===== src/bom_cell.sv =====
// one cell of the matcher chain: holds one tracked rectangle and runs a query
// through three steps (extents, area product, best compare) in step with its neighbors
// depends on no package
module bom_cell #(
  parameter int COORD_BITS = 12,
  parameter int IDX_W      = 4,
  parameter int CNT_W      = 5,
  parameter int IDX        = 0
) (
  input  logic                      clk,
  input  logic                      rst,
  // table write and fill level
  input  logic                      wr_en,
  input  logic [COORD_BITS-1:0]     wr_left,
  input  logic [COORD_BITS-1:0]     wr_top,
  input  logic [COORD_BITS:0]       wr_right,
  input  logic [COORD_BITS:0]       wr_bottom,
  input  logic [CNT_W-1:0]          entry_count,
  // query token from the left neighbor
  input  logic                      go_in,
  input  logic [COORD_BITS-1:0]     q_left_in,
  input  logic [COORD_BITS-1:0]     q_top_in,
  input  logic [COORD_BITS:0]       q_right_in,
  input  logic [COORD_BITS:0]       q_bottom_in,
  input  logic                      ok_in,
  input  logic [COORD_BITS:0]       w_in,
  input  logic [COORD_BITS:0]       h_in,
  input  logic [2*COORD_BITS+1:0]   prod_in,
  input  logic [2*COORD_BITS+1:0]   best_in,
  input  logic [IDX_W-1:0]          best_idx_in,
  // query token to the right neighbor
  output logic                      go_out,
  output logic [COORD_BITS-1:0]     q_left_out,
  output logic [COORD_BITS-1:0]     q_top_out,
  output logic [COORD_BITS:0]       q_right_out,
  output logic [COORD_BITS:0]       q_bottom_out,
  output logic                      ok_out,
  output logic [COORD_BITS:0]       w_out,
  output logic [COORD_BITS:0]       h_out,
  output logic [2*COORD_BITS+1:0]   prod_out,
  output logic [2*COORD_BITS+1:0]   best_out,
  output logic [IDX_W-1:0]          best_idx_out
);

  localparam int PW = 2 * COORD_BITS + 2;
  // the area arriving here belongs to the entry two cells back
  localparam logic [IDX_W-1:0] CMP_IDX = (IDX >= 2) ? IDX_W'(IDX - 2) : '0;

  logic [COORD_BITS-1:0] e_left;
  logic [COORD_BITS-1:0] e_top;
  logic [COORD_BITS:0]   e_right;
  logic [COORD_BITS:0]   e_bottom;

  logic                  entry_vld;
  logic [COORD_BITS-1:0] l_max;
  logic [COORD_BITS-1:0] t_max;
  logic [COORD_BITS:0]   r_min;
  logic [COORD_BITS:0]   b_min;
  logic [COORD_BITS+1:0] w_diff;
  logic [COORD_BITS+1:0] h_diff;

  assign entry_vld = (int'(entry_count) > IDX);

  assign l_max  = (q_left_in > e_left) ? q_left_in : e_left;
  assign t_max  = (q_top_in > e_top) ? q_top_in : e_top;
  assign r_min  = (q_right_in < e_right) ? q_right_in : e_right;
  assign b_min  = (q_bottom_in < e_bottom) ? q_bottom_in : e_bottom;
  assign w_diff = {1'b0, r_min} - {2'b00, l_max};
  assign h_diff = {1'b0, b_min} - {2'b00, t_max};

  always_ff @(posedge clk) begin
    if (wr_en && (int'(entry_count) == IDX)) begin
      e_left   <= wr_left;
      e_top    <= wr_top;
      e_right  <= wr_right;
      e_bottom <= wr_bottom;
    end
  end

  always_ff @(posedge clk) begin
    if (rst) begin
      go_out <= 1'b0;
    end else begin
      go_out <= go_in;
    end
  end

  always_ff @(posedge clk) begin
    q_left_out   <= q_left_in;
    q_top_out    <= q_top_in;
    q_right_out  <= q_right_in;
    q_bottom_out <= q_bottom_in;
    // extents of this cell's entry; a negative extent means no overlap
    ok_out       <= entry_vld && !w_diff[COORD_BITS+1] && !h_diff[COORD_BITS+1];
    w_out        <= w_diff[COORD_BITS:0];
    h_out        <= h_diff[COORD_BITS:0];
    // area of the previous cell's entry
    prod_out     <= ok_in ? (PW'(w_in) * PW'(h_in)) : '0;
    // strict compare keeps the lowest index on ties
    if (prod_in > best_in) begin
      best_out     <= prod_in;
      best_idx_out <= CMP_IDX;
    end else begin
      best_out     <= best_in;
      best_idx_out <= best_idx_in;
    end
  end

endmodule


===== config.mk =====
export PLATFORM = sky130hd
export DESIGN_NAME = bom_cell
export DESIGN_NICKNAME = d
export VERILOG_FILES = /design/src/bom_cell.sv
export SDC_FILE = /design/constraint.sdc
export NUM_CORES = 1
export LEC_CHECK = 0
export BUFFER_PORTS_ARGS = -buffer_cell sky130_fd_sc_hd__buf_4
export CORE_ASPECT_RATIO = 1.2
export CORE_MARGIN = 1.5
export CORE_UTILIZATION = 56
export CTS_CLUSTER_SIZE = 25
export DETAILED_ROUTE_END_ITERATION = 16
export HOLD_SLACK_MARGIN = 0.02
export PLACE_DENSITY = 0.85
export RECOVER_POWER = 100
export SKIP_LAST_GASP = 1
export SLEW_MARGIN = 20
export SYNTH_ARGS = -nofsm -noshare
export SYNTH_HDL_FRONTEND = slang
export SYNTH_SLANG_ARGS = --single-unit

===== constraint.sdc =====
create_clock -name clk -period 7.95 [get_ports clk]
set_clock_uncertainty 0.2 [all_clocks]
set_input_delay 1.1925 -clock clk [delete_from_list [all_inputs] [get_ports clk]]
set_output_delay 1.1925 -clock clk [all_outputs]
set_load 0.03 [all_outputs]

Word level (Yosys, flattened, before mapping)
Cells that the tools add are included.

Output and inout bits: 134. Input port bits: 192. Flip-flop bits (word level): 184. Word-level logic and storage cells: 35.

Mux-type cells: 5. Magnitude comparators: 6. Reductions and logical operators: 6. Add/sub/neg operators: 2. $mul: 1.

Operators with widths (number): $sub 13x12->14 (2); $gt 26x26->1 (1); $lt 13x13->1 (2); $mul 13x13->26 (1); $mux 13 (2); $mux 26 (1); $gt 12x12->1 (2); $mux 12 (2); $gt 5x1->1 const B (1); $logic_not 5->1 (1); $logic_and 1x1->1 (3); $logic_not 1->1 (2).

Depth between registers and ports, before layout
Depth after elaboration: 6. Mapped depth: 20.

Worst setup path after synthesis
Ideal clock, no wire load.

Path kind: input to register. From: input port h_in[12]. To: register prod_out[20]. Data arrival time: 5745 ps. Library setup time: 115 ps. Slack: 1891 ps. Stages on the path: 18. Data required time: 7635 ps. Cell sequence: clkbuf_1 -> nand2_1 -> fa_1 -> fa_1 -> inv_1 -> fa_1 -> fa_1 -> inv_1 -> fa_1 -> inv_1 -> ha_1 -> clkbuf_1 -> nand2_1 -> nor3_1 -> a31oi_1 -> o211ai_1 -> a21boi_0 -> o21a_1.

Longest elaborated chain between the ends: 1.

Ends and longest elaborated chain: from (decl) (RTL line 27) `input logic [COORD_BITS:0] h_in,`; $mul 13x13->26 (RTL line 98) `prod_out <= ok_in ? (PW'(w_in) * PW'(h_in)) : '0;`; to (signal assigned) (RTL line 98); to (decl) (RTL line 40) `output logic [2*COORD_BITS+1:0] prod_out,`.

No other way between the ends. A chain may end at the register's enable or synchronous reset.

Worst setup path after layout
From: input port h_in[1]. To: register prod_out[20].

Same word-level chain as after synthesis.

==> reports/qor.txt <==
outcome = complete, but fails checks
failing checks = max-capacitance violations, max-slew violations
Least-Margin Pin Slew = 3.01 ns
unrepaired setup endpoints after global routing = no
slew margin rel. = -101%
Final Worst Setup Slack = 1.84 ns
top cells by area, synth = dfxtp_1 (19%), fa_1 (18%), ha_1 (15%)
Power Total = 4.70 mW
Post-synth ARST share = 0%
R2R Setup Slk = 2.76 ns
Worst R2R End = ok_out$_DFF_P_
TritonCTS buffer count = 17
routed via count = 11100
Worst Hold Path EP = w_out[12]$_DFF_P_
placed cell count = 2021
Residual DRC = 0
Pleak = 7.96 nW
post-synthesis cell area = 13900 um2
Post-CTS Setup Bufs = 0
Commonest cells post-synth = inv_1 (261), ha_1 (169), dfxtp_1 (134), fa_1 (123), nand2_1 (120)
Final Max Tran Viols = 68
TNS Setup = 0 ns
GR Util All Layers = 27.6%
Post-DRT Antenna Nets = 0
hold_sp = e_right[12]$_DFFE_PP_
first-pass GRT wire length = 56000 um
Critical Path End Type = register
Crit-path slowest cell = fa_1
Yosys cell types = 63
post-synth top area share = 19.3%
peak supply drop = 0.000347 V
Fin. Hold Viols = 0
R2R Path Start = e_bottom[2]$_DFFE_PP_
1st-iter DRT viols = 412
synthesized area per cell = 9.92 um2
drt pass-1 iters = 5
core area = 24600 um2
crit path cell chain = clkbuf_1 > and2_0 > fa_1 > inv_1 > fa_1 > inv_1 > fa_1 > inv_1 > fa_1 > fa_1 > inv_1 > ha_1 > o21ai_0 > o21ai_0 > a31oi_1 > o211ai_1 > a21boi_0 > o21a_1
H-tree depth = 4
Cells after Synth = 1404
critical path class = input pin to register
minimum clock period = 6.11 ns
Layout Cells excl Fill = 2055
I/O pin cnt = 326
clk_lat worst skew = 0.43 ns
critical path launch point = h_in[1]
PortBufs = 325
post-synth top area cell = dfxtp_1
most used flip-flop cell after synthesis = dfxtp_1
Critical Path RT = 8.07 ns
Syn-to-layout area delta = 18.2%
Via density = 5.42
vias in the first global route = 11500
Final nets = 2199
clock-pin slew on the worst setup and hold paths = 0.07 ns
largest net degree at the start of global routing = 51
fill cell count = 2114
Crit path largest cell delay = 0.56 ns
die footprint = 25800 um2
post-place setup slack = 1.56 ns
Hold Crit Class = register to register
die height = 176 um
Overflow after GRT = 0
top-count cell post-synth = inv_1
WHS Path Cells = 2
total number of yosys warnings = 0
hpwl dp = 28600 um
register area share after synthesis = 30.1%
Die W = 147 um
site row count = 63
#FFs+latches synth = 184
EDFF count, synth = 50
Final Routed Wirelength = 35100 um
Clock Tree Buf Depth = 2
post-DR wirelength/cell = 17.1 um
initial antenna violation count = 2
gpl congestion = 0.919
CTS Hold Bufs = 0
critical path's most frequent cell = fa_1
post-CTS sizing = 0
Cell Pwr Density = 286 nW/um2
Min Hold Slack = 0.415 ns
TritonCTS clock tree = built
part of the cycle the worst path needs = 76.8%
clk sink count = 184
Mapped Nets = 1888
crit path DAT = 6.23 ns
crit path launch type = input pin
Final setup violation count = 0
critical path peak fanout = 13
share of post-route cells with drive strength above 1 = 10.7%
worst reg2reg path depth = 16
Initial Util = 56.6%
Max Cap Violations = 2
f_max = 164 MHz
Root Buffer Master = clkbuf_16
[kinds of logic after synthesis]
kind of cell,Yosys count,synth area share [%]
adder cells (fa/ha/maj),292,32.9
flip-flops,184,30.1
AND/OR/NAND/NOR,348,12.7
XOR/XNOR,31,1.95
AO/OA/AOI/OAI,169,7.88
buffers and inverters,299,8.25
multiplexers,81,6.28
[layout make-up]
class,instances,area [um2],share of cell area (%)
multi-input combinational,921,8590,52.2
clock inverter,11,88.8,0.540
antenna,2,5.00,0.0304
inverter,261,980,5.95
clock buffer,21,460,2.80
tap,325,407,2.47
timing repair buffer,330,1750,10.6
sequential,184,4180,25.4
[stage by stage]
| stage | area (um2) | util [%] |
|---|---|---|
| detailed placement | 16600 | 67.7 |
| global route | 16500 | 66.9 |
| global placement | 16600 | 67.7 |
| finish | 16500 | 66.9 |
| floorplan | 13900 | - |
| CTS | 17200 | 69.9 |
[layer usage]
metal	share of wire [%]	track usage [%]	vias up
met5	0	0	-
met4	4.6	13.4	0
met3	6.2	3.84	95
met2	53	51.6	463
met1	36	30.7	5359
li1	-	-	5211
[power by group]
part	internal, mW	leakage [nW]	switching (mW)	total, mW
sequential	1.09	1.58	0.0361	1.13
clock	0.423	0.275	0.373	0.796
combinational	1.07	6.11	1.70	2.78
[worst max path at each step]
stage                                         end  slack [ns]
after floorplan           prod_out[20]$_SDFF_PN0_        1.89
after global placement    prod_out[24]$_SDFF_PN0_        1.71
after detailed placement  prod_out[24]$_SDFF_PN0_        1.56
after CTS                 prod_out[24]$_SDFF_PN0_        2.02
after global routing      prod_out[20]$_SDFF_PN0_        1.52
final                     prod_out[20]$_SDFF_PN0_        1.84
[state kept, by name, summed over array words and instances (netlist names), 4 cells and up]
name	cells
best_idx_out	4
e_top	12
prod_out	26
w_out	13
q_left_out	12
e_bottom	13
best_out	26
e_right	13
q_right_out	13
h_out	13
q_top_out	12
q_bottom_out	13
e_left	12
[placed cells by master, fill, tap and decap left out, drive strengths merged, types with 4 or more instances in the layout]
master / Yosys / routed
xnor2: 21 / 21
o211ai: 6 / 6
nor3: 15 / 15
nor2: 36 / 36
nand2: 120 / 120
clkinv: 0 / 6
xor2: 10 / 10
ha: 169 / 169
o21a: 9 / 9
o21bai: 4 / 4
o22ai: 4 / 4
nand3: 18 / 18
dfxtp: 134 / 134
or3: 5 / 5
o21ai: 33 / 33
and2: 103 / 103
mux2i: 30 / 30
a21oi: 49 / 49
inv: 261 / 266
fa: 123 / 123
and4: 4 / 4
nor4: 4 / 4
nor2b: 11 / 11
a211oi: 9 / 9
a31oi: 7 / 7
clkbuf: 31 / 264
nand4: 14 / 14
a21o: 19 / 19
nand2b: 5 / 5
mux2: 51 / 51
edfxtp: 50 / 50
buf: 7 / 87
and3: 5 / 5
[worst max-delay path, delay by kind of cell]
family,cells,cell delay (ns)
compound gates,6,1.46
fa+ha+maj,6,2.84
buf+inv,5,0.47
simple gates,1,0.26
(Power assumes the default switching activity.)
